**config.mk**
```make
export PLATFORM = sky130hd
export DESIGN_NAME = tme_ctrl
export DESIGN_NICKNAME = d
export VERILOG_FILES = /design/src/hdl/tme_pkg.sv /design/src/hdl/tme_ctrl.sv
export SDC_FILE = /design/constraint.sdc
export NUM_CORES = 1
export LEC_CHECK = 0
export BUFFER_PORTS_ARGS = -buffer_cell sky130_fd_sc_hd__clkbuf_2
export CAP_MARGIN = 20
export CORE_UTILIZATION = 52
export DETAILED_ROUTE_END_ITERATION = 8
export PLACE_DENSITY = 0.88
export SETUP_SLACK_MARGIN = 0.3
export SYNTH_ARGS = -nofsm -noshare
export SYNTH_HDL_FRONTEND = slang
export SYNTH_SLANG_ARGS = --single-unit
export TNS_END_PERCENT = 100
```
**constraint.sdc**
```tcl
create_clock -name clk -period 6.2 [get_ports clk]
set_input_delay 0.93 -clock clk [delete_from_list [all_inputs] [get_ports clk]]
set_output_delay 0.93 -clock clk [all_outputs]
set_load 0.005 [all_outputs]
```
**src/hdl/tme_pkg.sv**
```systemverilog
// Shared types and codes for the tape machine executor.
// No dependencies; imported by every module of the block except tme_ram.
`default_nettype none
package tme_pkg;

  typedef enum logic [2:0] {
    MODE_ADD   = 3'd0,
    MODE_SUB   = 3'd1,
    MODE_LEFT  = 3'd2,
    MODE_RIGHT = 3'd3,
    MODE_READ  = 3'd4,
    MODE_WRITE = 3'd5,
    MODE_JZ    = 3'd6,
    MODE_JNZ   = 3'd7
  } mode_t;

  typedef enum logic [1:0] {
    FAULT_NONE  = 2'd0,
    FAULT_UNDER = 2'd1,
    FAULT_OVER  = 2'd2
  } fault_t;

  // Item as it travels from pointer stage to execute stage.
  typedef struct packed {
    mode_t       mode;
    logic [15:0] amount;
    logic [15:0] cur;       // masked current address
    logic [15:0] next_seq;  // masked current address plus one
    logic [15:0] target;    // masked jump target
    logic [7:0]  data;
    logic        active;    // not halted and no fault
    fault_t      fault;
  } item_t;

  // Write request towards the tape memory.
  typedef struct packed {
    logic       en;
    logic [7:0] data;
  } wr_t;

endpackage
`default_nettype wire

```
**src/hdl/tme_ctrl.sv**
```systemverilog
// Pointer stage: cell pointer, halt flag, post-reset clearing sweep, input accept.
// Depends on tme_pkg.
`default_nettype none
module tme_ctrl
  import tme_pkg::*;
#(
  parameter int TAPE_CELLS   = 4096,
  parameter int ADDRESS_BITS = 16,
  localparam int PW = (TAPE_CELLS > 1) ? $clog2(TAPE_CELLS) : 1
) (
  input  wire logic          clk,
  input  wire logic          rst,
  input  wire logic          in_valid,
  output logic               in_stall,
  input  wire logic [2:0]    mode,
  input  wire logic [15:0]   amount,
  input  wire logic [15:0]   current_address,
  input  wire logic [15:0]   jump_target,
  input  wire logic [7:0]    input_byte,
  input  wire logic          hold,
  output logic               accept,
  output item_t              item,
  output logic [PW-1:0]      ptr,
  output logic               clearing,
  output logic [PW-1:0]      clr_addr
);

  localparam int CW = ((PW > 16) ? PW : 16) + 1;
  localparam logic [15:0] ADDR_MASK =
    (ADDRESS_BITS >= 16) ? 16'hFFFF : 16'((64'd1 << ADDRESS_BITS) - 64'd1);

  logic          halted;
  logic [PW-1:0] ptr_next;
  logic [CW-1:0] ptr_ext, amt_ext, sum;
  logic          under, over;
  mode_t         m;
  fault_t        flt;

  assign m       = mode_t'(mode);
  assign ptr_ext = CW'(ptr);
  assign amt_ext = CW'(amount);
  assign sum     = ptr_ext + amt_ext;
  assign under   = amt_ext > ptr_ext;
  assign over    = sum >= CW'(TAPE_CELLS);

  assign in_stall = clearing || hold;
  assign accept   = in_valid && !in_stall;

  always_comb begin
    flt      = FAULT_NONE;
    ptr_next = ptr;
    if (!halted) begin
      case (m)
        MODE_LEFT: begin
          if (under) flt = FAULT_UNDER;
          else       ptr_next = PW'(ptr_ext - amt_ext);
        end
        MODE_RIGHT: begin
          if (over) flt = FAULT_OVER;
          else      ptr_next = PW'(sum);
        end
        default: ;
      endcase
    end
  end

  always_comb begin
    item.mode     = m;
    item.amount   = amount;
    item.cur      = current_address & ADDR_MASK;
    item.next_seq = (current_address + 16'd1) & ADDR_MASK;
    item.target   = jump_target & ADDR_MASK;
    item.data     = input_byte;
    item.active   = !halted && (flt == FAULT_NONE);
    item.fault    = flt;
  end

  always_ff @(posedge clk) begin
    if (rst) begin
      ptr      <= '0;
      halted   <= 1'b0;
      clearing <= 1'b1;
      clr_addr <= '0;
    end else begin
      // sweep the tape once, one cell a cycle
      if (clearing) begin
        clr_addr <= clr_addr + PW'(1);
        if (clr_addr == PW'(TAPE_CELLS - 1)) clearing <= 1'b0;
      end
      if (accept) begin
        ptr <= ptr_next;
        if (flt != FAULT_NONE) halted <= 1'b1;
      end
    end
  end

endmodule
`default_nettype wire

```
==> summary.txt <==
Status
  • Status: complete, but fails checks
  • Violated checks: design-rule violations

Synthesis
  • Synth top area cells: dfxtp_1 (15%), ha_1 (13%), buf_4 (12%)
  • Syn nets: 560
  • Largest area contributor in the netlist: dfxtp_1
  • Synth Cell Area: 3580 µm²
  • Post-synth ARST share: 0%
  • Ys Warns: 0
  • Register area share after synthesis: 14.5%
  • Post-synthesis cell type count: 69
  • Mean Syn Cell Area: 7.81 µm²
  • #FFs+latches synth: 26
  • Cells after Synth: 458
  • Synth Flop Type: dfxtp_1
  • Yosys top cell area share: 14.5%
  • Post-synth EDFFs: 0

Routing
  • Routed wire length: 8430 µm
  • DRC Markers: 15
  • DR pass1 iterations: 7
  • Post-route antenna net violation count: 0
  • Iter 0 DRT Violations: 219
  • Post-DR vias/cell: 5.63
  • Drt wl/cell: 14.4 µm
  • Vias: 3295

Placement
  • PortBufs: 119
  • DP HPWL: 6800 µm
  • Routability Congestion: 0.902
  • Placed cells: 581
  • Placed cell area: 3700 µm²

Hold path
  • Worst hold path cell count: 2
  • Worst hold path type: flop to flop
  • Hold Crit Start: clr_addr[11]
  • Hold Path Sink: clr_addr[11]

CTS
  • H-tree levels: 1
  • Setup repair bufs after CTS: 0
  • CTS Buf Count: 3
  • TritonCTS clock tree: built
  • Clock root buffer: clkbuf_8
  • Worst-Skew Late Latency: 290 ps
  • Clk slew on worst S/H paths: 100 ps
  • Max clock buf depth: 2
  • Clock sink total: 26
  • Hold_buf cts: 0
  • CTS resizes: 0

Worst setup path
  • Most Frequent Cell on Critical Path: clkbuf_2
  • FF-to-FF End: ptr[10]
  • Worst Path Max Fanout: 5
  • WS Path Type: primary input to output port
  • Slowest stage delay, CP: 510 ps
  • R2r setup slk: 2950 ps
  • CP endpoint kind: output port
  • Required time worst endpoint: 5270 ps
  • WP data arrival: 3350 ps
  • Worst setup SP type: primary input
  • CP Depth: 11
  • Number of buffers and inverters on the critical path: 3
  • Worst R2R Start: ptr[0]
  • CP Cell Sequence: clkbuf_2, inv_1, ha_1, nor2b_1, o311ai_2, a311o_1, or4_1, nand4_2, nor3_1, o31a_1, clkbuf_2
  • R2R depth: 10
  • Slowest CP cell: or4_1
  • Crit path max-delay family: simple AND/OR/NAND/NOR gates

Timing
  • Max Slew Vio Count: 0
  • Crit path time final: 4280 ps
  • Tcrit/Tclk final: 69.1%
  • RSZ-0062 raised after global routing: false
  • Final hold vios: 0
  • WHS: 513 ps
  • Setup tns final: 0 ps
  • Final setup violation count: 0
  • Relative slew slack: 48.8%
  • Clock Skews: 7.95 ps
  • Least-Margin Pin Slew: 766 ps
  • Fmax: 234 MHz

Layout
  • Area of the multi-input gates: 2350 µm²
  • Fillers: 597
  • Non-filler instance count after layout: 585
  • Diode count: 0
  • Layout overhead on the synthesized area: 5.52%
  • Reg area: 520 µm²
  • Post-layout nets: 611
  • Layout cells sized above 1: 30.1%
  • Post-route cell area: 3780 µm²

Die
  • Row count: 29
  • Area of the die: 7220 µm²
  • Starting density of the core: 55.1%
  • Io pins: 168
  • Die Span X: 85.0 µm
  • Core Area: 6490 µm²
  • Die height: 85.0 µm

Global routing
  • Global-route wire length before repair: 13800 µm
  • Largest net degree at the start of global routing: 33
  • Number of global-route vias before repair: 3002
  • Remaining Overflow, GRT: 0
  • Initial antenna violation count: 0
  • GRT Total Usage: 23.4%

Power and ir drop
  • Peak VDD IR: 91.3 µV
  • Power Dens Cells: 116 nW/µm²
  • Leak Pwr: 0.00185 µW

Run
  • MaxCap Viol Count: 0
[cell usage in the layout, fill, tap and decap left out, types with 9 or more instances in the layout]
| cell | instances |
|---|---|
| nor3_1 | 10 |
| ha_1 | 37 |
| and3_1 | 10 |
| nand4_1 | 10 |
| nor2_1 | 45 |
| inv_1 | 35 |
| o21ai_0 | 16 |
| dfxtp_1 | 26 |
| clkbuf_2 | 119 |
| nand3_1 | 9 |
| xor2_1 | 11 |
| nand2_1 | 35 |
| a21oi_1 | 21 |
| xnor2_1 | 19 |
[per-layer routing]
metal | GRT usage, % | vias up | part of all wire [%]
li1 | - | 1633 | -
met1 | 27.3 | 1478 | 42
met2 | 44.5 | 169 | 50
met3 | 3.31 | 15 | 7.6
met4 | 5.70 | 0 | 1.0
met5 | 0 | - | 0
[worst max-delay path by stage]
stage / start / end / slack [ps]
global placement: amount[1] / item[2] / 2020
global route: amount[1] / item[2] / 1790
finish: amount[1] / item[2] / 1920
detailed placement: amount[1] / item[2] / 1940
floorplan: amount[3] / item[2] / 2390
CTS: amount[1] / item[2] / 1930
[cell families (layout without fill, tap and decap cells)]
group / after synthesis / in the layout / synth area share, %
flops: 26 / 26 / 14.5
compound gates: 86 / 86 / 18.2
xor+xnor: 30 / 30 / 7.34
simple gates: 151 / 151 / 21.2
mux: 14 / 14 / 4.72
buf+inv: 112 / 162 / 19.9
fa+ha+maj: 39 / 39 / 14.1
[worst reg2reg max path, cell delays in order (launching register included)]
cell,delay (ps)
dfxtp_1,400
inv_1,70
ha_1,210
fa_1,400
nand3b_1,200
a2111oi_0,630
o311ai_0,280
a211oi_1,460
xnor2_1,170
nor2_1,60
mux2_4,280
[stage by stage]
step	power [µW]	utilization, %	setup slack (ps)
5_1_grt	460	58.1	1790
4_1_cts	440	58.1	1930
6_report	439	58.1	1920
3_5_place_dp	293	57.0	1940
2_1_floorplan	270	-	2390
3_3_place_gp	289	57.0	2020
[power by group]
group	internal [µW]	total, µW	switching, µW	leakage [µW]
Sequential	169	171	2.23	0.000210
Combinational	51.1	119	67.9	0.00160
Clock	86.7	149	62.5	0.0000357
[Yosys cell counts (3+ instances only)]
cell type  count
o21ai_0       16
xor2_1        11
a211oi_1       7
xnor2_1       19
o21a_1         3
buf_4         59
mux2i_1        6
nand2b_1       5
nand3_1        9
buf_6          6
and3_1        10
inv_1         35
ha_1          37
inv_2          3
dfxtp_1       26
a21oi_1       21
o311ai_0       4
a31oi_1        3
nor3_1        10
mux2_2         3
clkbuf_1       4
nand4_1       10
nor2_1        45
nand2_1       35
and2_1         3
or3_1          6
mux2_4         5
a21o_1         4
[cell type report]
type	instances	share of cell area (%)
repair buffers	119	15.8
flip-flops and latches	26	13.8
well taps	77	2.55
clock buffers	3	1.09
multi-input cells	320	62.1
clock inverters	1	0.795
inverters	39	3.88
[flip-flops by register name, summed over array words and instances, names as in the netlist]
| signal | cells |
|---|---|
| clearing | 1 |
| clr_addr | 12 |
| halted | 1 |
| ptr | 12 |
(Power assumes the default switching activity.)
