[src/hdl/tme_pkg.sv]
// Shared types and codes for the tape machine executor.
// No dependencies; imported by every module of the block except tme_ram.
`default_nettype none
package tme_pkg;

  typedef enum logic [2:0] {
    MODE_ADD   = 3'd0,
    MODE_SUB   = 3'd1,
    MODE_LEFT  = 3'd2,
    MODE_RIGHT = 3'd3,
    MODE_READ  = 3'd4,
    MODE_WRITE = 3'd5,
    MODE_JZ    = 3'd6,
    MODE_JNZ   = 3'd7
  } mode_t;

  typedef enum logic [1:0] {
    FAULT_NONE  = 2'd0,
    FAULT_UNDER = 2'd1,
    FAULT_OVER  = 2'd2
  } fault_t;

  // Item as it travels from pointer stage to execute stage.
  typedef struct packed {
    mode_t       mode;
    logic [15:0] amount;
    logic [15:0] cur;       // masked current address
    logic [15:0] next_seq;  // masked current address plus one
    logic [15:0] target;    // masked jump target
    logic [7:0]  data;
    logic        active;    // not halted and no fault
    fault_t      fault;
  } item_t;

  // Write request towards the tape memory.
  typedef struct packed {
    logic       en;
    logic [7:0] data;
  } wr_t;

endpackage
`default_nettype wire

[src/hdl/tme_exec.sv]
// Execute stage: cell read-modify-write with forwarding, and the output register.
// Depends on tme_pkg.
`default_nettype none
module tme_exec
  import tme_pkg::*;
#(
  parameter int PW = 12
) (
  input  wire logic          clk,
  input  wire logic          rst,
  input  wire logic          accept,
  input  wire item_t         item,
  input  wire logic [PW-1:0] addr_in,
  input  wire logic [7:0]    rdata,
  output wr_t                wr,
  output logic [PW-1:0]      wr_addr,
  output logic               hold,
  output logic               result_valid,
  input  wire logic          result_stall,
  output logic [15:0]        next_address,
  output logic               out_valid,
  output logic [7:0]         out_byte,
  output logic [15:0]        out_repeat,
  output logic [1:0]         fault
);

  logic          s1_valid;
  item_t         s1;
  logic [PW-1:0] s1_addr;
  logic          fwd_valid;
  logic [PW-1:0] fwd_addr;
  logic [7:0]    fwd_data;
  logic          advance, take;
  logic [7:0]    cell_val;
  logic          amt_nz;
  logic [15:0]   nxt;
  logic          ov;
  logic [7:0]    ob;
  logic [15:0]   orep;

  assign advance = !result_valid || !result_stall;
  assign hold    = s1_valid && !advance;
  assign take    = s1_valid && advance;
  assign wr_addr = s1_addr;
  assign amt_nz  = s1.amount != 16'd0;

  // the memory misses a write made in the same cycle as its read
  assign cell_val = (fwd_valid && fwd_addr == s1_addr) ? fwd_data : rdata;

  always_comb begin
    wr.en   = 1'b0;
    wr.data = cell_val;
    nxt     = s1.next_seq;
    ov      = 1'b0;
    ob      = 8'd0;
    orep    = 16'd0;
    if (!s1.active) begin
      nxt = s1.cur;
    end else begin
      case (s1.mode)
        MODE_ADD: begin
          wr.en   = take;
          wr.data = cell_val + s1.amount[7:0];
        end
        MODE_SUB: begin
          wr.en   = take;
          wr.data = cell_val - s1.amount[7:0];
        end
        MODE_READ: begin
          wr.en   = take && amt_nz;
          wr.data = s1.data;
        end
        MODE_WRITE: begin
          if (amt_nz) begin
            ov   = 1'b1;
            ob   = cell_val;
            orep = s1.amount;
          end
        end
        MODE_JZ:  if (cell_val == 8'd0) nxt = s1.target;
        MODE_JNZ: if (cell_val != 8'd0) nxt = s1.target;
        default: ;
      endcase
    end
  end

  always_ff @(posedge clk) begin
    if (rst) begin
      s1_valid     <= 1'b0;
      fwd_valid    <= 1'b0;
      result_valid <= 1'b0;
    end else begin
      // keep a waiting item, or load the one just accepted
      s1_valid <= accept || hold;
      if (wr.en)   fwd_valid <= 1'b1;
      if (take)                   result_valid <= 1'b1;
      else if (!result_stall)     result_valid <= 1'b0;
    end
  end

  always_ff @(posedge clk) begin
    if (accept) begin
      s1      <= item;
      s1_addr <= addr_in;
    end
    if (wr.en) begin
      fwd_addr <= s1_addr;
      fwd_data <= wr.data;
    end
    if (take) begin
      next_address <= nxt;
      out_valid    <= ov;
      out_byte     <= ob;
      out_repeat   <= orep;
      fault        <= s1.fault;
    end
  end

endmodule
`default_nettype wire

[config.mk]
export PLATFORM = sky130hd
export DESIGN_NAME = tme_exec
export DESIGN_NICKNAME = d
export VERILOG_FILES = /design/src/hdl/tme_pkg.sv /design/src/hdl/tme_exec.sv
export SDC_FILE = /design/constraint.sdc
export NUM_CORES = 1
export LEC_CHECK = 0
export CORE_ASPECT_RATIO = 0.6
export CORE_MARGIN = 2
export CORE_UTILIZATION = 50
export DETAILED_ROUTE_END_ITERATION = 10
export DONT_BUFFER_PORTS = 1
export PLACE_DENSITY_LB_ADDON = 0.15
export REMOVE_ABC_BUFFERS = 1
export SLEW_MARGIN = 20
export SYNTH_ARGS = -nofsm -noshare
export SYNTH_HDL_FRONTEND = slang
export SYNTH_SLANG_ARGS = --single-unit
[constraint.sdc]
create_clock -name clk -period 6.85 [get_ports clk]
set_clock_uncertainty 0.05 [all_clocks]
set_input_delay 0.3425 -clock clk [delete_from_list [all_inputs] [get_ports clk]]
set_output_delay 0.3425 -clock clk [all_outputs]
set_load 0.01 [all_outputs]
==> summary.txt, run 1 <==
Outcome
  – Status: finished, final reports clean

Setup path
  – Crit path cell chain: xnor2_1 > nand4_1 > nor4_2 > buf_4 > mux2i_1 > inv_1 > ha_1 > nor2b_1 > o21ai_0 > a21boi_0 > o21ai_0 > nand2b_1 > xnor2_1 > o221ai_1
  – Crit Path Max Fanout: 10
  – CP Launch Type: register
  – CP Data Arrival Time: 4.09 ns
  – Slowest cell delay on critical path: 0.49 ns
  – Worst path slowest cell: edfxtp_1
  – CP endpoint kind: primary output
  – Crit Path Class: reg2out
  – CP bufs+invs: 2
  – Kind of cell adding the most delay to the critical path: compound AO/OA/AOI/OAI gates
  – Req. time, crit path: 6.46 ns

Floorplanning
  – Starting Density: 51.40%
  – Die height: 90.26 um
  – Core Region: 0.01206 mm^2
  – Row Count: 31
  – Die Span X: 147.8 um
  – Die area: 0.01334 mm^2
  – Ports: 168

Place
  – Routability cong.: 0.8595
  – Buffers on Ports: 0
  – Post-DP Area: 0.006369 mm^2
  – HPWL after DPL: 7.938 mm

Global route
  – Number of antenna violations at the first check in global routing: 0
  – Total gr overflow: 0
  – Vias in the first global route: 3651
  – First-pass GRT wire length: 19.85 mm
  – Gr usage total: 20.17%
  – Largest net degree at the start of global routing: 76

Power and ir drop
  – Peak VDD IR: 0.0001766 V
  – Pwr Density: 285.7 mW/mm^2
  – PnR Total Power: 2.255 mW
  – Leakage power: 2.729 nW

Synthesis
  – FFs w/ async S/R, synth: 0%
  – Primary FF master, synth: edfxtp_1
  – Seq cells post-synth: 156
  – Register area share after synthesis: 75.08%
  – Synthesized cell area: 0.006200 mm^2
  – Post-synth EDFFs: 153
  – Yosys cell types: 42
  – Yosys warns: 0
  – Mapped Cells: 396
  – Avg Cell Area, Syn: 15.66 um^2

STA
  – Worst-Margin Slew: 0.9481 ns
  – Max Slew Vio Count: 0
  – RSZ-0062 raised after global routing: no
  – Post-route setup TNS: 0 ns
  – Hold Fails Final Rpt: 0
  – Crit share post-route: 65.46%
  – Achievable Freq: 223.0 MHz
  – Rel. slew slack: 36.66%
  – Minimum clock period: 4.484 ns
  – Setup violations, final: 0

CTS
  – Post-CTS setup buffers: 0
  – CTS Buf Count: 17
  – Maximum buffer depth of the clock tree: 2
  – Clk root buf: clkbuf_16
  – H-tree lvl count: 4
  – Skew-Pair Late Insertion Delay: 0.41 ns
  – CTS sink cnt: 156
  – CTS tree: yes
  – Worst-path clk slew: 0.07 ns

Final layout
  – Fin area: 0.007893 mm^2
  – Share of layout cells above drive strength 1: 8.967%
  – Inserted Diodes: 0
  – Area Growth Syn to Fin: 27.31%
  – Fin nets: 612
  – Post-layout util: 65.43%

Drt
  – DR vias: 3621
  – # DRC: 0
  – Met3 wire length: 1.580 mm
  – WL/cell: 19.22 um
  – Initial DRC count: 226
  – Routed wire length: 13.03 mm
  – M1 wire length: 5.501 mm
  – Pre-Repair DR Iteration Count: 5
  – Via-to-Cell Ratio: 5.341
  – Met2 wire len: 5.829 mm
  – DR top layer: met4
  – ANT nets after route: 0

Run
  – Maxcap violations: 0

Worst hold path
  – Hold Path Class: in2reg
## layout make-up
| cell class | instances | area (um^2) |
|---|---|---|
| Fill cell | 843 | 4170 |
| Multi-Input combinational cell | 215 | 1438 |
| Timing Repair Buffer | 97 | 980.9 |
| Clock inverter | 14 | 135.1 |
| Sequential cell | 156 | 4654 |
| Clock buffer | 18 | 429.2 |
| Tap cell | 165 | 206.4 |
| Inverter | 13 | 48.80 |
## timing repair
| action | 4_1_cts | 5_1_grt |
|---|---|---|
| resized for setup | 0 | 0 |
| hold buffers | 94 | 0 |
| endpoints found under the hold margin | 168 | 0 |
## power by group
| part | switching [mW] | total (mW) | internal [mW] | leakage [nW] |
|---|---|---|---|---|
| clock network | 0.390 | 0.899 | 0.509 | 0.275 |
| logic | 0.100 | 0.192 | 0.0913 | 0.971 |
| registers | 0.0420 | 1.16 | 1.12 | 1.48 |
| total | 0.533 | 2.26 | 1.72 | 2.73 |
## cells in the final DEF, fill, tap and decap left out, drive strengths merged, types with 3 or more instances in the layout
cell / netlist / final
and3: 3 / 3
a21oi: 22 / 22
and2: 16 / 16
nand2b: 3 / 3
clkinv: 0 / 5
nor3: 6 / 6
nand2: 18 / 18
dfxtp: 3 / 3
inv: 13 / 19
dlygate4sd3: 0 / 93
ha: 9 / 9
buf: 4 / 4
xnor2: 21 / 21
mux2i: 25 / 25
or3: 3 / 3
nor4: 7 / 7
nor2: 41 / 41
clkbuf: 8 / 18
nand3: 3 / 3
o21ai: 18 / 18
a21boi: 3 / 3
edfxtp: 153 / 153
## sequential cells by signal, summed over array words and instances, names as in the netlist
register	cells
s1_valid	1
s1	78
out_valid	1
result_valid	1
out_byte	8
fault	2
fwd_valid	1
fwd_data	8
out_repeat	16
next_address	16
wr_addr	12
fwd_addr	12
## through the flow
stage	setup slack, ns	instances	hold WS, ns
global placement	3.033	552	0.3529
detailed placement	2.904	552	0.3647
floorplan	1.840	384	0.3503
finish	2.366	678	0.05135
global route	2.000	678	0.04272
CTS	2.418	678	0.02580
## logic make-up (layout without fill, tap and decap cells)
kind of cell	count (synthesis)	after routing	synth area share, %
adder cells (fa/ha/maj)	10	10	2.139
flip-flops	156	156	75.08
AND/OR/NAND/NOR	108	108	8.759
multiplexers	26	26	4.278
buffers and inverters	25	142	1.937
AO/OA/AOI/OAI	49	49	4.581
XOR/XNOR	22	22	3.229
## worst register-to-register path, cell delays in order, from the launching register on
cell	delay [ns]
edfxtp_1	0.49
xnor2_1	0.23
nand4_1	0.17
nor4_2	0.29
buf_4	0.26
mux2i_1	0.41
inv_1	0.10
ha_1	0.30
nor2b_1	0.12
o21ai_0	0.21
a21boi_0	0.15
o21ai_0	0.28
nand2b_1	0.12
xnor2_1	0.13
o221ai_1	0.40
## per-layer routing
layer / GRT usage (%) / up-vias
met4: 6.090 / 0
met2: 30.31 / 168
li1: - / 1677
met3: 9.192 / 10
met1: 26.51 / 1766
met5: 0 / -
## synthesized netlist by cell type, types with 2 or more instances
master,instances,share of area [%]
xnor2_1,20,2.8
a21boi_0,3,0.36
nand3_1,3,0.24
clkbuf_1,8,0.48
nor2b_1,2,0.20
a31oi_1,2,0.20
buf_2,2,0.16
ha_1,9,1.8
nand2b_1,3,0.30
and2_1,16,1.6
nand2_1,17,1.0
nor2_1,41,2.5
dfxtp_1,3,0.97
o21ai_0,15,1.2
o21ai_1,2,0.16
mux2i_1,24,3.9
and3_1,3,0.30
inv_1,12,0.73
or3_1,3,0.30
nand4_1,2,0.20
nor3b_1,2,0.24
nor3_1,6,0.48
a21oi_1,22,1.8
edfxtp_1,153,74
nor4_1,6,0.61
## worst paths after layout
path	from	end	slack [ns]	cells after the start
max	wr_addr[4]	wr[5]	2.37	14
max reg2reg	wr_addr[4]	fwd_data[5]	2.85	14
min reg2reg	s1[0]	fault[0]	0.37	0
min	result_stall	result_valid	0.05	2
No activity file was read; power rests on OpenSTA's default activity.
==> run 2: changes to the inputs <==
--- a/config.mk
+++ b/config.mk
@@ -5,6 +5,7 @@
 export SDC_FILE = /design/constraint.sdc
 export NUM_CORES = 1
 export LEC_CHECK = 0
+export ABC_AREA = 1
 export CORE_ASPECT_RATIO = 0.6
 export CORE_MARGIN = 2
 export CORE_UTILIZATION = 50
==> constraint.sdc (replaced) <==
create_clock -name clk -period 3.72 [get_ports clk]
set_clock_uncertainty 0.05 [all_clocks]
set_input_delay 0.186 -clock clk [delete_from_list [all_inputs] [get_ports clk]]
set_output_delay 0.186 -clock clk [all_outputs]
set_load 0.01 [all_outputs]
==> run 2 against run 1 <==
Net effect:
- critical path depth grew 6
- critical endpoint is now wr[6]
- non-clock buffer count up 13
- total power up 89%
- final area up 13%
- clock-buffer cell count is 1 lower
- synthesized cell count rose by 68%
- hold slack gained 0.076 ns
- via count is 40% higher
- register-to-register slack worse by 2.3 ns
- final cell count grew 45%
==> summary.txt, run 2 <==
STA
  – Worst-Margin Slew: 0.8788 ns (-0.06927 ns)
  – Hold Fails Final Rpt: 0 (unchanged)
  – Setup violations, final: 0 (unchanged)
  – Crit share post-route: 96.61%
  – Final setup margin: 0.1262 ns (-2.240 ns)
  – Rel. slew slack: 41.35% (+4.7 points)
  – RSZ-0062 raised after global routing: yes
  – Post-route setup TNS: 0 ns (unchanged)
  – Achievable Freq: 278.3 MHz
  – Max Slew Vio Count: 0 (unchanged)
  – Minimum clock period: 3.594 ns

Setup path
  – Reg-to-reg slack, setup: 0.58 ns (-2.27 ns)
  – CP Launch Type: register
  – CP Data Arrival Time: 3.36 ns (-0.73 ns)
  – Req. time, crit path: 3.48 ns (-2.98 ns)
  – Crit Path Class: reg2out
  – Crit Path Max Fanout: 7 (-3)
  – CP endpoint kind: primary output

Drt
  – ANT nets after route: 0 (unchanged)
  – M1 wire length: 7.285 mm (+32%)
  – # DRC: 0 (unchanged)
  – Initial DRC count: 290 (+28%)
  – DR vias: 5064 (+40%)
  – DR top layer: met4
  – Pre-Repair DR Iteration Count: 5 (unchanged)
  – WL/cell: 16.64 um (-13%)
  – Via-to-Cell Ratio: 5.167 (-3.2%)
  – Met2 wire len: 7.632 mm (+31%)
  – Routed wire length: 16.30 mm (+25%)
  – Met3 wire length: 1.093 mm (-31%)

Global route
  – First-pass GRT wire length: 25.36 mm (+28%)
  – Largest net degree at the start of global routing: 92 (+21%)
  – Total gr overflow: 0 (unchanged)
  – Number of antenna violations at the first check in global routing: 0 (unchanged)
  – Vias in the first global route: 4930 (+35%)
  – Gr usage total: 22.34% (+2.2 points)

Final layout
  – Fin area: 0.008924 mm^2 (+13%)
  – Fillers: 1099 (+30%)
  – Flip-flop and latch area: 0.004654 mm^2 (unchanged)
  – Area Growth Syn to Fin: 25.63%
  – Share of layout cells above drive strength 1: 11.68% (+2.7 points)
  – Leading cell type in the layout, fill and taps excluded: edfxtp_1
  – Most frequent cells in the layout: edfxtp_1, inv_1, nand2_1
  – Register bank with the most flops: s1
  – Post-layout util: 64.90% (-0.53 points)
  – Fin nets: 888 (+45%)
  – Area of the multi-input gates: 0.001942 mm^2 (+35%)
  – Post-route insts no fill: 980 (+45%)
  – Max reg flops: 78 (unchanged)
  – Largest registers: s1 (78), next_address (16), out_repeat (16)
  – Inserted Diodes: 0 (unchanged)

Synthesis
  – Post-Synth Adder-Cell Area: 1.867% (-0.27 points)
  – Seq cells post-synth: 156 (unchanged)
  – Top-count cell post-synth: edfxtp_1
  – FFs w/ async S/R, synth: 0% (unchanged)
  – Post-synthesis simple-gate area fraction: 19.92% (+11 points)
  – Largest family of logic cells by synthesized area: simple AND/OR/NAND/NOR gates
  – Mux share of post-synthesis cell area: 0% (-4.3 points)
  – Yosys top cell by area: edfxtp_1
  – Mapped Cells: 665 (+68%)
  – Synth Area in XOR/XNOR: 0.9864% (-2.2 points)
  – Post-synth EDFFs: 153 (unchanged)
  – Synthesized cell area: 0.007103 mm^2 (+15%)
  – Compound-gate portion of the synthesized area: 3.875% (-0.71 points)
  – Yosys warns: 0 (unchanged)
  – Yosys cell types: 33 (-21%)
  – Synth top area share: 64.68% (-9.4 points)
  – Primary FF master, synth: edfxtp_1
  – Post-synth top cells: edfxtp_1, inv_1, nand2_1, nand3_1, nor2_1
  – Avg Cell Area, Syn: 10.68 um^2 (-32%)
  – Synth area leaders: edfxtp_1, nand3_1, inv_1
  – Register area share after synthesis: 65.53% (-9.5 points)

Floorplanning
  – Die area: 0.01521 mm^2 (+14%)
  – Core Region: 0.01375 mm^2 (+14%)
  – Ports: 168 (unchanged)
  – Row Count: 33 (+6.5%)
  – Die Span X: 157.9 um (+6.8%)
  – Starting Density: 51.66% (+0.27 points)
  – Die height: 96.33 um (+6.7%)

Run
  – Maxcap violations: 0 (unchanged)

Power and ir drop
  – Pwr Density: 477.1 mW/mm^2 (+67%)
  – Peak VDD IR: 0.0002984 V (+69%)
  – Leakage power: 3.760 nW (+38%)

CTS
  – CTS sink cnt: 156 (unchanged)
  – Clk root buf: clkbuf_16
  – Maximum buffer depth of the clock tree: 2 (unchanged)
  – CTS tree: yes
  – H-tree lvl count: 4 (unchanged)
  – Skew-Pair Late Insertion Delay: 0.42 ns (about the same)
  – Worst-path clk slew: 0.06 ns (about the same)
  – CTS Buf Count: 17 (unchanged)

Place
  – # placed instances: 848 (+54%)
  – Post-DP Area: 0.007310 mm^2 (+15%)
  – Routability cong.: 0.8563 (-0.37%)
  – HPWL after DPL: 10.27 mm (+29%)
  – Buffers on Ports: 0 (unchanged)
  – Pre-CTS WS: 0.1887 ns (-2.715 ns)

Worst hold path
  – Hold Path Class: in2reg

Outcome
  – Status: finished, final reports clean
==> run 2: path summary, 6_finish.rpt <==
path | from | end | depth (start not counted)
worst max-delay path | wr_addr[11] | wr[6] | 20
worst min-delay path | rdata[5] | out_byte[5] | 4
worst max register to register | wr_addr[11] | fwd_data[7] | 18
worst min register to register | s1[1] | fault[1] | 0
==> run 2: final cells by class <==
class | instances | share of cell area (%)
Tap cell | 192 | 2.692
Clock buffer | 17 | 4.767
Timing Repair Buffer | 110 | 12.14
Sequential cell | 156 | 52.16
Inverter | 118 | 4.964
Multi-Input combinational cell | 373 | 21.76
Clock inverter | 14 | 1.514
==> run 2: stage by stage <==
stage | hold WS (ns) | power (mW)
floorplan | 0.2051 | 2.410
global placement | 0.2069 | 2.497
CTS | 0.09796 | 4.262
finish | 0.1272 | 4.258
global route | 0.1549 | 4.421
detailed placement | 0.2119 | 2.511
==> run 2: report_power, final <==
group / total [mW] / internal, mW / switching (mW)
clock: 1.65 / 0.930 / 0.722
sequential: 2.13 / 2.06 / 0.0646
combinational: 0.479 / 0.199 / 0.280
total: 4.26 / 3.19 / 1.07
==> run 2: what timing repair did <==
action | 4_1_cts | 5_1_grt
setup endpoints to repair | 1 | 4
resized for setup | 7 | 9
pin swaps | 4 | 8
buffers inserted | 3 | 5
hold buffers | 93 | 0
hold endpoints to repair | 183 | 0
==> run 2: critical path, stage by stage (launching register included) <==
cell	delay [ns]
edfxtp_1	0.48
nand2_1	0.11
nand2_1	0.06
nor2_2	0.12
nand2_1	0.09
nor2_4	0.17
buf_6	0.15
nand3b_1	0.09
nand2_2	0.09
ha_1	0.18
fa_2	0.24
nor2_4	0.04
o21a_1	0.19
o21ai_2	0.14
nand2_1	0.09
a21oi_2	0.14
xor2_1	0.16
o21ai_1	0.07
nand2_1	0.08
o21ai_2	0.07
buf_4	0.15
==> run 2: kinds of logic (layout without fill, tap and decap cells) <==
group                      Yosys count  count (layout)
and+or+nand+nor                    303             303
DFF                                156             156
buffers and inverters              136             259
AOI/OAI and AO/OA                   52              52
adders and majority gates           10              10
xor gates and xnor gates             8               8
==> run 2: per-layer routing <==
layer	global-route usage [%]	vias to the layer above
met1	29.33	2393
li1	-	2438
met5	0	-
met2	36.45	202
met3	5.988	31
met4	7.500	0
==> run 3: changes to the inputs <==
--- a/config.mk
+++ b/config.mk
@@ -8,7 +8,7 @@
 export ABC_AREA = 1
 export CORE_ASPECT_RATIO = 0.6
 export CORE_MARGIN = 2
-export CORE_UTILIZATION = 50
+export CORE_UTILIZATION = 40
 export DETAILED_ROUTE_END_ITERATION = 10
 export DONT_BUFFER_PORTS = 1
 export PLACE_DENSITY_LB_ADDON = 0.15
==> run 3 against run 2 <==
Net effect:
- sequential power hardly changed
- clock-buffer cell count unchanged
- critical path depth shrank 2
- first-iteration DRC count rose by 55%
- clock power increased by 8%
- register-to-register slack got worse by 0.05 ns
- routed wire length is 7.0% higher
- largest power group unchanged
- total power up 3.6%
- critical path type unchanged
- utilization decreased by 12 points
==> summary.txt, run 3 (synthesized netlist as in run 2, its figures left out) <==
CTS
  – Clk root buf: clkbuf_16
  – CTS sink cnt: 156 (unchanged)
  – H-tree lvl count: 4 (unchanged)
  – Maximum buffer depth of the clock tree: 2 (unchanged)
  – CTS tree: yes
  – Worst-path clk slew: 0.07 ns (about the same)
  – Skew-Pair Late Insertion Delay: 0.44 ns (+0.02 ns)
  – CTS Buf Count: 17 (unchanged)

Power and ir drop
  – Leakage power: 3.823 nW (+1.7%)
  – Combinational share of power: 11.3% (about the same)
  – Internal Power: 3.285 mW (+2.9%)
  – Pwr Density: 483.8 mW/mm^2 (+1.4%)
  – Clock network power share: 40.4% (+1.6 points)
  – Sw Pwr: 1.127 mW (+5.6%)
  – PnR Total Power: 4.412 mW (+3.6%)
  – Sw frac: 25.54% (+0.49 points)
  – Seq pwr share: 48.3% (-1.6 points)
  – Peak VDD IR: 0.0003133 V (+5.0%)

Final layout
  – Share of layout cells above drive strength 1: 13.96% (+2.3 points)
  – Fin nets: 894 (+0.68%)
  – Most frequent cells in the layout: edfxtp_1, inv_1, nand2_1
  – Inserted Diodes: 0 (unchanged)
  – Area Growth Syn to Fin: 28.38%
  – Flip-flop and latch area: 0.004654 mm^2 (unchanged)
  – Leading cell type in the layout, fill and taps excluded: edfxtp_1
  – Max reg flops: 78 (unchanged)
  – Area of the multi-input gates: 0.001992 mm^2 (+2.6%)
  – Largest registers: s1 (78), next_address (16), out_repeat (16)
  – Register bank with the most flops: s1
  – Fin area: 0.009119 mm^2 (+2.2%)
  – Fillers: 1517 (+38%)

Floorplanning
  – Row Count: 37 (+12%)
  – Die area: 0.01887 mm^2 (+24%)
  – Core Region: 0.01727 mm^2 (+26%)
  – Die Span X: 176.0 um (+12%)
  – Starting Density: 41.13% (-11 points)
  – Die height: 107.2 um (+11%)
  – Ports: 168 (unchanged)

Outcome
  – Status: finished, final reports clean

Place
  – Post-DP Area: 0.007372 mm^2 (+0.86%)
  – HPWL after DPL: 10.94 mm (+6.5%)
  – Pre-CTS WS: 0.2234 ns (+0.03469 ns)
  – Buffers on Ports: 0 (unchanged)
  – Routability cong.: 0.8428 (-1.6%)

Setup path
  – Crit path cell chain: xnor2_1 > o21ai_2 > nor2_4 > nand2_4 > nand2_2 > nand2_2 > ha_4 > fa_2 > nor2_4 > o21a_1 > o21ai_2 > nand2_1 > a21oi_2 > xor2_1 > o21ai_1 > nand2_1 > o21ai_2 > buf_4
  – Worst path slowest cell: edfxtp_1
  – Slowest cell delay on critical path: 0.48 ns (about the same)
  – CP Launch Type: register
  – Crit Path Class: reg2out
  – Crit Path Max Fanout: 4 (-3)
  – Kind of cell adding the most delay to the critical path: simple AND/OR/NAND/NOR gates
  – Req. time, crit path: 3.48 ns (about the same)
  – CP bufs+invs: 1 (-1)
  – CP Data Arrival Time: 3.33 ns (-0.03 ns)
  – Top cell by count, worst path: o21ai_2
  – CP endpoint kind: primary output

Global route
  – Met1 Use GR: 24.72% (-4.6 points)
  – Gr usage total: 19.10% (-3.2 points)
  – Largest net degree at the start of global routing: 92 (unchanged)
  – Global routing's busiest layer: met2
  – Vias in the first global route: 4920 (-0.20%)
  – M3 GR Usage: 6.773% (+0.78 points)
  – Met2 Use GR: 29.83% (-6.6 points)
  – Number of antenna violations at the first check in global routing: 0 (unchanged)
  – First-pass GRT wire length: 26.56 mm (+4.7%)
  – Total gr overflow: 0 (unchanged)

Drt
  – Initial DRC count: 449 (+55%)
  – # DRC: 0 (unchanged)
  – ANT nets after route: 0 (unchanged)
  – Routed wire length: 17.45 mm (+7.0%)
  – Pre-Repair DR Iteration Count: 5 (unchanged)
  – Via-to-Cell Ratio: 4.916 (-4.9%)
  – WL/cell: 16.96 um (+1.9%)
  – DR vias: 5059 (-0.099%)

STA
  – Rel. slew slack: 41.84% (+0.49 points)
  – Achievable Freq: 280.7 MHz (+0.89%)
  – Hold Fails Final Rpt: 0 (unchanged)
  – Crit share post-route: 95.75% (-0.86 points)
  – Max Slew Vio Count: 0 (unchanged)
  – Setup violations, final: 0 (unchanged)
  – Final setup margin: 0.1580 ns (+0.03186 ns)
  – Hold slack: 0.03935 ns (-0.08782 ns)
  – Worst-Margin Slew: 0.8715 ns (-0.007334 ns)
  – Minimum clock period: 3.562 ns (-0.03186 ns)
  – RSZ-0062 raised after global routing: yes

Worst hold path
  – Hold Path Class: in2reg

Run
  – Maxcap violations: 0 (unchanged)
## run 3: layout make-up
| type | instances | share of cell area, % |
|---|---|---|
| clock inverter | 15 | 1.935 |
| multi-input combinational | 373 | 21.84 |
| inverter | 118 | 4.885 |
| timing repair buffer | 116 | 12.42 |
| sequential | 156 | 51.04 |
| clock buffer | 17 | 4.665 |
| tap | 234 | 3.211 |
## run 3: worst reg2reg max path, delay by kind of cell, from the launching register on
kind	cells	cell delay (ns)
AOI/OAI and AO/OA	6	0.82
xor gates and xnor gates	1	0.25
buffers and inverters	2	0.24
and+or+nand+nor	6	0.67
DFF	1	0.48
adders and majority gates	1	0.34
## run 3: repair_timing
item | in CTS | in global routing
endpoints found under the setup margin | 2 | 4
pin swaps | 4 | 16
buffers inserted | 5 | 8
hold buffers | 93 | 0
endpoints found under the hold margin | 183 | 0
resized for setup | 8 | 23
## run 3: final timing paths
path / from / to / slack [ns] / cells past startpoint
max: wr_addr[2] / wr[6] / 0.16 / 18
min: result_stall / next_address[14] / 0.04 / 1
max reg2reg: wr_addr[2] / fwd_data[7] / 0.53 / 16
min reg2reg: s1[0] / fault[0] / 0.37 / 0
## run 3: layer usage
layer	share of wire, %	vias to the layer above	wire (um)
li1	-	2444	-
met1	44	2417	7732
met2	47	185	8133
met3	8.0	13	1388
met4	1.1	0	197
met5	0	-	0
## run 3: metrics by stage
stage / setup TNS (ns) / cells / utilization (%)
finish: 0 / 1029 / 52.81
global route: -0.07916 / 1029 / 52.81
CTS: 0 / 1021 / 51.98
detailed placement: 0 / 891 / 42.69
global placement: 0 / 891 / 42.68
floorplan: 0 / 647 / -
## run 3: power groups by stage
| stage | Clock [mW] | Sequential (mW) | Combinational [mW] |
|---|---|---|---|
| finish | 1.78 | 2.13 | 0.498 |
| floorplan | 0 | 2.15 | 0.257 |
| detailed placement | 0 | 2.17 | 0.352 |
| CTS | 1.82 | 2.13 | 0.463 |
| global route | 1.90 | 2.14 | 0.557 |
| global placement | 0 | 2.16 | 0.344 |
